### src/sv/dif_pkg.sv
`timescale 1ns / 1ps

package dif_pkg;

  // result status codes
  typedef enum logic [2:0] {
    ST_OK        = 3'd0,
    ST_NO_DIGITS = 3'd1,
    ST_BAD_TERM  = 3'd2,
    ST_OVERFLOW  = 3'd3,
    ST_RANGE     = 3'd4
  } dif_status_t;

  // target width code, bits [2:1] of the mode
  typedef enum logic [1:0] {
    WD_8  = 2'd0,
    WD_16 = 2'd1,
    WD_32 = 2'd2,
    WD_64 = 2'd3
  } dif_width_t;

  // character codes
  localparam logic [7:0] CH_NUL    = 8'h00;
  localparam logic [7:0] CH_QUOTE  = 8'h22;
  localparam logic [7:0] CH_COMMA  = 8'h2C;
  localparam logic [7:0] CH_MINUS  = 8'h2D;
  localparam logic [7:0] CH_ZERO   = 8'h30;
  localparam logic [7:0] CH_NINE   = 8'h39;
  localparam logic [7:0] CH_RBRACK = 8'h5D;
  localparam logic [7:0] CH_RBRACE = 8'h7D;

  // overflow guard: one tenth of 2^64-1 and its last allowed digit
  localparam logic [63:0] U64_TENTH      = 64'd1844674407370955161;
  localparam logic [3:0]  U64_LAST_DIGIT = 4'd5;
  localparam logic [4:0]  MAX_DIGITS     = 5'd20;

  // parser state carried from word to word
  typedef struct packed {
    logic        active;
    logic [2:0]  ttype;
    logic        neg;
    logic [4:0]  cnt;
    logic [63:0] acc;
  } dif_state_t;

  // result of one step
  typedef struct packed {
    logic        emit;
    dif_status_t status;
    logic [63:0] value;
    logic [4:0]  length;
  } dif_result_t;

endpackage

### src/sv/decimal_integer_field_parser.sv
`timescale 1ns / 1ps

// channel  | handshake            | word
// ---------+----------------------+-----------------------------------------
// in       | in_valid / in_ready  | in_start_req, in_mode, in_character
// out      | out_valid / out_ready| out_status, out_value, out_length
//
// One character per cycle while the result register is free: each word waits
// in the input register, then one pass of the step logic (times-ten add and
// compares) updates the field state and may load the result register. A full,
// untaken result register stalls the input register, which holds its word;
// reset is synchronous and clears the field state to idle.

module decimal_integer_field_parser (
  input  logic        clk,
  input  logic        rst_n,
  input  logic        in_valid,
  output logic        in_ready,
  input  logic        in_start_req,
  input  logic [2:0]  in_mode,
  input  logic [7:0]  in_character,
  output logic        out_valid,
  input  logic        out_ready,
  output logic [2:0]  out_status,
  output logic [63:0] out_value,
  output logic [4:0]  out_length
);
  import dif_pkg::*;

  logic        in_valid_r;
  logic        in_start_r;
  logic [2:0]  in_mode_r;
  logic [7:0]  in_char_r;
  dif_state_t  st_r;
  dif_state_t  st_nxt;
  dif_result_t res;
  logic        out_valid_r;
  logic [2:0]  out_status_r;
  logic [63:0] out_value_r;
  logic [4:0]  out_length_r;
  logic        advance;

  // the held word moves on when the result slot is free or being freed
  assign advance  = in_valid_r && (!out_valid_r || out_ready);
  assign in_ready = !in_valid_r || advance;

  // input register
  always_ff @(posedge clk) begin
    if (!rst_n) begin
      in_valid_r <= 1'b0;
    end else if (in_valid && in_ready) begin
      in_valid_r <= 1'b1;
    end else if (advance) begin
      in_valid_r <= 1'b0;
    end
    if (in_valid && in_ready) begin
      in_start_r <= in_start_req;
      in_mode_r  <= in_mode;
      in_char_r  <= in_character;
    end
  end

  dif_step u_step (
    .st        (st_r),
    .start_req (in_start_r),
    .mode      (in_mode_r),
    .character (in_char_r),
    .st_nxt    (st_nxt),
    .res       (res)
  );

  // field state
  always_ff @(posedge clk) begin
    if (!rst_n) begin
      st_r <= '0;
    end else if (advance) begin
      st_r <= st_nxt;
    end
  end

  // result register
  always_ff @(posedge clk) begin
    if (!rst_n) begin
      out_valid_r <= 1'b0;
    end else if (advance && res.emit) begin
      out_valid_r <= 1'b1;
    end else if (out_ready) begin
      out_valid_r <= 1'b0;
    end
    if (advance && res.emit) begin
      out_status_r <= res.status;
      out_value_r  <= res.value;
      out_length_r <= res.length;
    end
  end

  assign out_valid  = out_valid_r;
  assign out_status = out_status_r;
  assign out_value  = out_value_r;
  assign out_length = out_length_r;

endmodule

### src/sv/dif_step.sv
`timescale 1ns / 1ps

module dif_step (
  input  dif_pkg::dif_state_t  st,
  input  logic                 start_req,
  input  logic [2:0]           mode,
  input  logic [7:0]           character,
  output dif_pkg::dif_state_t  st_nxt,
  output dif_pkg::dif_result_t res
);
  import dif_pkg::*;

  dif_state_t  eff;
  logic        is_digit;
  logic        is_term;
  logic [3:0]  dval;
  logic        ovf;
  logic        out_of_range;
  logic [63:0] acc_x10;
  logic [63:0] lim;

  // digit and terminator classification
  assign is_digit = (character >= CH_ZERO) && (character <= CH_NINE);
  assign dval     = 4'(character - CH_ZERO);
  assign is_term  = (character == CH_NUL) || (character == CH_QUOTE) ||
                    (character == CH_COMMA) || (character == CH_RBRACK) ||
                    (character == CH_RBRACE);

  // state as seen by this word, with a start reopening the field
  always_comb begin
    eff = st;
    if (start_req) begin
      eff.active = 1'b1;
      eff.ttype  = mode;
      eff.neg    = 1'b0;
      eff.cnt    = '0;
      eff.acc    = '0;
    end
  end

  // multiply by ten as two shifts and an add
  assign acc_x10 = {eff.acc[60:0], 3'b000} + {eff.acc[62:0], 1'b0} + {60'd0, dval};

  assign ovf = (eff.cnt >= MAX_DIGITS) || (eff.acc > U64_TENTH) ||
               ((eff.acc == U64_TENTH) && (dval > U64_LAST_DIGIT));

  // range check against the target type
  always_comb begin
    lim          = '0;
    out_of_range = 1'b0;
    case (dif_width_t'(eff.ttype[2:1]))
      WD_8:    lim = 64'd1 << 7;
      WD_16:   lim = 64'd1 << 15;
      WD_32:   lim = 64'd1 << 31;
      WD_64:   lim = 64'd1 << 63;
      default: lim = 64'd1 << 63;
    endcase
    if (eff.ttype[0]) begin
      if (eff.neg) out_of_range = eff.acc > lim;
      else         out_of_range = eff.acc > (lim - 64'd1);
    end else if (dif_width_t'(eff.ttype[2:1]) != WD_64) begin
      out_of_range = eff.acc > ({lim[62:0], 1'b0} - 64'd1);
    end
  end

  // one step of the field parser
  always_comb begin
    st_nxt     = eff;
    res.emit   = 1'b0;
    res.status = ST_OK;
    res.value  = '0;
    res.length = '0;
    if (start_req && (character == CH_MINUS) && mode[0]) begin
      st_nxt.neg = 1'b1;
    end else if (eff.active) begin
      if (is_digit) begin
        if (ovf) begin
          res.emit      = 1'b1;
          res.status    = ST_OVERFLOW;
          st_nxt.active = 1'b0;
        end else begin
          st_nxt.acc = acc_x10;
          st_nxt.cnt = eff.cnt + 5'd1;
        end
      end else begin
        res.emit      = 1'b1;
        st_nxt.active = 1'b0;
        if (eff.cnt == 5'd0) begin
          res.status = ST_NO_DIGITS;
        end else if (!is_term) begin
          res.status = ST_BAD_TERM;
        end else if (out_of_range) begin
          res.status = ST_RANGE;
        end else begin
          res.status = ST_OK;
          res.value  = eff.neg ? (64'd0 - eff.acc) : eff.acc;
          res.length = eff.cnt + {4'd0, eff.neg};
        end
      end
    end
  end

endmodule

### config.mk
export PLATFORM = sky130hd
export DESIGN_NAME = decimal_integer_field_parser
export DESIGN_NICKNAME = d
export VERILOG_FILES = /design/src/sv/dif_pkg.sv /design/src/sv/decimal_integer_field_parser.sv /design/src/sv/dif_step.sv
export SDC_FILE = /design/constraint.sdc
export NUM_CORES = 1
export LEC_CHECK = 0
export ABC_CLOCK_PERIOD_IN_PS = 17350
export BUFFER_PORTS_ARGS = -buffer_cell sky130_fd_sc_hd__buf_2
export CORE_MARGIN = 4
export CORE_UTILIZATION = 50
export CTS_CLUSTER_DIAMETER = 100
export DETAILED_ROUTE_END_ITERATION = 10
export GPL_ROUTABILITY_DRIVEN = 0
export GPL_TIMING_DRIVEN = 0
export PLACE_DENSITY = 0.79
export SLEW_MARGIN = 25
export SYNTH_ARGS = -nofsm -noshare
export SYNTH_HDL_FRONTEND = slang
export SYNTH_SLANG_ARGS = --single-unit
### constraint.sdc
create_clock -name clk -period 17.35 [get_ports clk]
set_input_delay 3.47 -clock clk [delete_from_list [all_inputs] [get_ports clk]]
set_output_delay 3.47 -clock clk [all_outputs]
set_load 0.005 [all_outputs]
==> flow_metrics.env, run 1 <==
export IMPL_outcome="complete, no violations"
export IMPL_clkSinkCount=160
export IMPL_antenna_found_initial=0
export IMPL_grt_pass1_vias=12900
export IMPL_cp_num_buf_inv=8
export IMPL_stdcell_count=2123
export IMPL_busiest_layer="met2"
export IMPL_min_to="st_r[65]$_SDFFE_PN0P_"
export IMPL_pwr_density_cell_mw_per_mm2=54.2
export IMPL_vias_per_cell=6.42
export IMPL_dieArea_mm2=0.0307
export IMPL_num_vias=13600
export IMPL_cpLargestDelayFamily="buffers and inverters"
export IMPL_drt_iter0_markers=2184
export IMPL_dieHeight_um=175
export IMPL_post_route_drc_count=0
export IMPL_worstMarginPinSlew_ns=0.953
export IMPL_synth_top_cell_area_share_pct=18.1
export IMPL_cts_clk_slew_worst_paths_ns=0.08
export IMPL_yosys_warnings=0
export IMPL_hp_class="reg -> reg"
export IMPL_r2r_end="st_r[63]$_SDFFE_PN0P_"
export IMPL_wirelength_mm=43.9
export IMPL_diodes=0
export IMPL_final_area_mm2=0.0155
export IMPL_path_cells="buf_2, clkbuf_1, buf_2, buf_1, clkbuf_1, clkbuf_1, clkbuf_1, nor2b_1, ha_1, ha_1, clkbuf_1, nand2_1, o21ai_0, nand2b_1, a21oi_1, a2111oi_0, nor3_1, a2111oi_1, a31oi_1, xnor2_1, a22o_1"
export IMPL_rows=60
export IMPL_avgSynthCellArea_um2=8.61
export IMPL_critPathMaxFanout=10
export IMPL_cp_common_cell="clkbuf_1"
export IMPL_start_util_pct=51.4
export IMPL_cap_violations=0
export IMPL_coreArea_mm2=0.0272
export IMPL_synth_async_reset_ratio_pct=0
export IMPL_io_pins=90
export IMPL_grt_usage_pct=27.8
export IMPL_r2r_cells=21
export IMPL_layout_common_cells="183 x ha_1, 120 x a21oi_1, 115 x nor2_1"
export IMPL_cts_resized=0
export IMPL_clockRootBuffer="clkbuf_16"
export IMPL_hold_depth=1
export IMPL_rsz0062_at_grt="false"
export IMPL_holdBufCountCts=0
export IMPL_grtUsageMet2_pct=42.5
export IMPL_end_kind="register"
export IMPL_finalSetupViolations=0
export IMPL_dp_hpwl_mm=34.5
export IMPL_gr_usage_met1_pct=37.5
export IMPL_clockBufferDepth=2
export IMPL_port_buffers=89
export IMPL_holdCritStartpoint="st_r[65]$_SDFFE_PN0P_"
export IMPL_clk_latency_ns=0.45
export IMPL_ant_nets=0
export IMPL_finish_utilization_pct=57.2
export IMPL_p_leak_nw=6.85
export IMPL_synth_seq_cells=160
export IMPL_post_cts_setup_buffers=0
export IMPL_hold_violations=0
export IMPL_fmax_mhz=115
export IMPL_cp_data_arrival_time_ns=9.01
export IMPL_synthesis_nets=1822
export IMPL_cts_max_level=4
export IMPL_synth_edff_count=84
export IMPL_dpl_cell_count=2091
export IMPL_first_pass_iters=8
export IMPL_synth_area_mm2=0.0140
export IMPL_ir_worst_vdd_mv=0.0704
export IMPL_final_nets=1938
export IMPL_synthCells=1622
export IMPL_worstReg2RegStart="in_start_r$_DFFE_PP_"
export IMPL_grt_max_degree=36
export IMPL_die_width_um=175
export IMPL_regToRegSetupSlack_ns=8.69
export IMPL_skew_ns=0.0125
export IMPL_place_area_mm2=0.0150
export IMPL_critPathLaunchType="register"
export IMPL_final_max_slew_viol_count=0
export IMPL_final_common_cell="ha_1"
export IMPL_synthFlopType="edfxtp_1"
export IMPL_synth_area_leader_cell="edfxtp_1"
export IMPL_grt_util_met3_pct=4.57
export IMPL_path_class="reg -> reg"
export IMPL_period_needed_ns=8.66
export IMPL_crit_path_top_delay_cell="a2111oi_1"
export IMPL_cp_required_ns=17.69
export IMPL_critPathMaxStageDelay_ns=0.93
export IMPL_wl_per_cell_um=20.7
export IMPL_final_setup_tns_ns=0
export IMPL_syn_to_final_growth_pct=11.2
export IMPL_synth_area_top_cells="edfxtp_1 18%, ha_1 16%, dfxtp_1 11%"
export IMPL_grt_pass1_wl_mm=68.8
export IMPL_layout_drive_gt1_share_pct=9.59
export IMPL_synth_cell_type_count=78
export IMPL_gr_total_overflow=0
export IMPL_fin_crit_sh_pct=49.9
export IMPL_ys_seq_area_share_pct=29.0
export IMPL_max_slew_margin_pct=36.3
export IMPL_tritoncts="built"
export IMPL_cts_inserted_buffers=17
-- through the flow --
| step | setup WS, ns | hold slack (ns) | total power [W] |
|---|---|---|---|
| 2_1_floorplan | 7.88 | 0.449 | 0.000452 |
| 3_3_place_gp | 6.18 | 0.462 | 0.000473 |
| 3_5_place_dp | 9.09 | 0.465 | 0.000475 |
| 4_1_cts | 9.05 | 0.485 | 0.000835 |
| 5_1_grt | 8.58 | 0.529 | 0.000857 |
| 6_report | 8.69 | 0.494 | 0.000841 |
-- cells in the mapped netlist (all sizes together), types with 8 or more instances --
cell type,instances
a211oi,17
a21boi,8
a21o,33
a21oi,120
a22o,49
a31oi,11
and2,14
and3,9
buf,16
clkbuf,71
dfxtp,76
edfxtp,84
ha,183
inv,39
nand2,111
nand2b,12
nand3,41
nand4,28
nor2,115
nor2b,75
nor3,92
nor4,33
o211ai,8
o21a,10
o21ai,99
o21bai,12
o31ai,15
or2,12
or3,10
xnor2,53
xor2,68
-- per-layer routing --
layer,up-vias,wire length [um],part of all wire [%]
li1,6305,-,-
met1,6263,18000,41
met2,843,18500,42
met3,218,4600,10
met4,0,2820,6.4
met5,-,0,0
-- cell families (layout without fill, tap and decap cells) --
kind of cell / after synthesis / after routing / synth area share (%)
mux: 6 / 6 / 0.439
flops: 160 / 160 / 29.0
buf+inv: 126 / 255 / 3.76
compound gates: 440 / 440 / 20.9
simple gates: 585 / 585 / 21.8
xor+xnor: 121 / 121 / 7.59
fa+ha+maj: 184 / 184 / 16.5
-- area by class of cell --
class / instances / area, um2
well taps: 372 / 465
clock inverters: 15 / 146
fillers: 2351 / 11600
plain buffers: 87 / 379
inverters: 39 / 146
multi-input cells: 1336 / 9410
flip-flops and latches: 160 / 4040
clock buffers: 17 / 425
repair buffers: 97 / 513
-- registers in the layout, indices dropped and copies added (netlist names) --
signal,cells
out_valid,1
in_char_r,8
st_r,74
in_start_r,1
out_length,5
in_valid_r,1
out_value,64
in_mode_r,3
out_status,3
-- where the power goes --
part           internal (W)  switching [W]
Sequential         0.000402     0.00000426
Combinational     0.0000207      0.0000420
Clock              0.000191       0.000181
-- worst max path at each step --
stage | cells past startpoint | slack (ns) | endpoint | start
floorplan | 4 | 7.88 | out_length[0]$_SDFFCE_PP0P_ | out_ready
global placement | 5 | 6.18 | out_value[57]$_SDFFCE_PP0P_ | out_ready
detailed placement | 21 | 9.09 | st_r[62]$_SDFFE_PN0P_ | in_start_r$_DFFE_PP_
CTS | 21 | 9.05 | st_r[62]$_SDFFE_PN0P_ | in_start_r$_DFFE_PP_
global route | 21 | 8.58 | out_value[21]$_SDFFCE_PP0P_ | in_start_r$_DFFE_PP_
finish | 21 | 8.69 | st_r[63]$_SDFFE_PN0P_ | in_start_r$_DFFE_PP_
-- worst reg2reg max path: stages (launching register included) --
cell and delay (ns):
edfxtp_1 0.63, buf_2 0.35, clkbuf_1 0.55, buf_2 0.41, buf_1 0.52, clkbuf_1 0.60
clkbuf_1 0.64, clkbuf_1 0.75, nor2b_1 0.27, ha_1 0.36, ha_1 0.28, clkbuf_1 0.30
nand2_1 0.13, o21ai_0 0.28, nand2b_1 0.15, a21oi_1 0.09, a2111oi_0 0.46, nor3_1 0.27
a2111oi_1 0.93, a31oi_1 0.24, xnor2_1 0.17, a22o_1 0.19
Power figures use the tool's default switching activity.
==> run 2: changes to the inputs <==
ABC_CLOCK_PERIOD_IN_PS = 7400   (was 17350)
PLACE_DENSITY = 0.81   (was 0.79)
clock period = 7.4 ns   (was 17.35 ns; I/O delays follow)
==> run 2 against run 1 <==
Against the previous run:
- combinational power increased by 130%
- sequential power increased by 130%
- worst hold slack got worse by 0.0097 ns
- power increased by 130%
- count of clock-buffer cells in the layout increased by 1
- cell count decreased by 0.24%
- sequential share of layout area about the same
- critical path depth decreased by 2
- register-to-register slack got worse by 8.2 ns
- wire length decreased by 3.2%
- largest power group unchanged
- highest routed layer unchanged
==> flow_metrics.env, run 2 (same netlist as run 1, synthesis figures left out) <==
export IMPL_outcome="complete, no violations"
export IMPL_port_buffers=89
export IMPL_whs_ns=0.485
export IMPL_die_width_um=175
export IMPL_ir_worst_vdd_mv=0.144
export IMPL_cts_inserted_buffers=17
export IMPL_final_nets=1933
export IMPL_dp_hpwl_mm=33.9
export IMPL_rows=60
export IMPL_wirelength_mm=42.5
export IMPL_cts_clk_slew_worst_paths_ns=0.07
export IMPL_place_area_mm2=0.0150
export IMPL_gr_total_overflow=0
export IMPL_post_route_drc_count=0
export IMPL_grt_pass1_vias=12700
export IMPL_critPathMaxFanout=19
export IMPL_wl_per_cell_um=20.1
export IMPL_clockRootBuffer="clkbuf_16"
export IMPL_final_max_slew_viol_count=0
export IMPL_path_class="reg -> reg"
export IMPL_post_cts_setup_buffers=0
export IMPL_antenna_found_initial=0
export IMPL_layout_common_cells="183 x ha_1, 120 x a21oi_1, 115 x nor2_1"
export IMPL_grt_max_degree=36
export IMPL_cp_required_ns=7.72
export IMPL_dieArea_mm2=0.0307
export IMPL_place_ws_ns=-0.854
export IMPL_syn_to_final_growth_pct=11.2
export IMPL_clk_latency_ns=0.44
export IMPL_period_needed_ns=6.93
export IMPL_worstMarginPinSlew_ns=1.05
export IMPL_fmax_mhz=144
export IMPL_nFillCells=2367
export IMPL_cp_data_arrival_time_ns=7.25
export IMPL_finalSetupViolations=0
export IMPL_pwr_density_cell_mw_per_mm2=125
export IMPL_cap_violations=0
export IMPL_num_vias=13500
export IMPL_final_setup_tns_ns=0
export IMPL_final_common_cell="ha_1"
export IMPL_fin_ws_ns=0.471
export IMPL_cts_max_level=4
export IMPL_grt_usage_pct=26.9
export IMPL_max_slew_margin_pct=28.9
export IMPL_skew_ns=0.0132
export IMPL_drt_iter0_markers=1853
export IMPL_diodes=0
export IMPL_coreArea_mm2=0.0272
export IMPL_clkSinkCount=160
export IMPL_first_pass_iters=8
export IMPL_fin_crit_sh_pct=93.6
export IMPL_stdcell_count=2118
export IMPL_io_pins=90
export IMPL_critPathLaunchType="register"
export IMPL_ant_nets=0
export IMPL_end_kind="register"
export IMPL_tritoncts="built"
export IMPL_p_leak_nw=6.85
export IMPL_hold_violations=0
export IMPL_dieHeight_um=175
export IMPL_grt_pass1_wl_mm=67.0
export IMPL_start_util_pct=51.4
export IMPL_regMostFlops="st_r"
export IMPL_hp_class="reg -> reg"
export IMPL_clockBufferDepth=2
export IMPL_layout_drive_gt1_share_pct=9.74
export IMPL_final_area_mm2=0.0155
export IMPL_rsz0062_at_grt="false"
export IMPL_dpl_cell_count=2088
export IMPL_largest_reg_flops=74
export IMPL_vias_per_cell=6.40
run 2: cell types whose count changed in the layout (fill, tap and decap cells not counted), moves of 2 or more:
cell,previous run,this run
buf_4,6,0
clkbuf_2,0,6
clkbuf_1,71,65
buf_8,0,2
inv_8,4,2
clkinv_4,1,4
run 2: worst paths after layout:
path / endpoint / startpoint / cells past startpoint / slack, ns
min: st_r[65]$_SDFFE_PN0P_ / st_r[65]$_SDFFE_PN0P_ / 1 / 0.48
min reg2reg: st_r[65]$_SDFFE_PN0P_ / st_r[65]$_SDFFE_PN0P_ / 1 / 0.48
max: st_r[62]$_SDFFE_PN0P_ / in_start_r$_DFFE_PP_ / 19 / 0.47
max reg2reg: st_r[62]$_SDFFE_PN0P_ / in_start_r$_DFFE_PP_ / 19 / 0.47
run 2: worst max-delay path, cell delays in order, from the launching register on:
cell and delay, ns:
edfxtp_1 0.63, buf_2 0.45, buf_2 0.46, clkbuf_2 0.36, clkbuf_2 0.39, clkbuf_2 0.47
nor2b_1 0.17, ha_1 0.33, ha_1 0.27, clkbuf_1 0.29, nand4_1 0.29, nor3_1 0.45
nand4_1 0.21, a311oi_1 0.39, nor3_1 0.22, a22oi_1 0.44, a21oi_1 0.23, o31ai_1 0.41
mux2i_1 0.23, nand3_1 0.09
run 2: stage by stage:
step                util (%)  total power (W)
detailed placement      55.0          0.00111
global route            57.1          0.00199
finish                  57.1          0.00195
floorplan                  -          0.00106
global placement        54.7          0.00111
CTS                     57.1          0.00193
run 2: final cells by class:
cell class	count	area, um2	area share, %
multi-input cells	1336	9420	60.7
clock inverters	14	128	0.822
repair buffers	94	509	3.28
well taps	372	465	3.00
inverters	39	146	0.943
plain buffers	85	379	2.44
clock buffers	18	429	2.76
flip-flops and latches	160	4040	26.1
run 2: layer usage:
metal  global-route usage, %  vias up  part of all wire, %  wire length (um)
li1                        -     6288                    -                 -
met1                    36.9     6144                   42             17900
met2                    40.5      908                   41             17600
met3                    3.89      205                  9.9              4180
met4                    15.5        0                  6.6              2790
met5                       0        -                    0                 0
run 2: what timing repair did:
item,CTS,global route
hold buffers,0,0
endpoints found under the hold margin,0,0
cloned,0,0
setup endpoints to repair,94,29
resized for setup,8,0
run 2: report_power, final:
part	switching [W]	total (W)	internal (W)
Sequential	0.0000100	0.000954	0.000944
Clock	0.000407	0.000848	0.000442
Combinational	0.0000962	0.000145	0.0000488
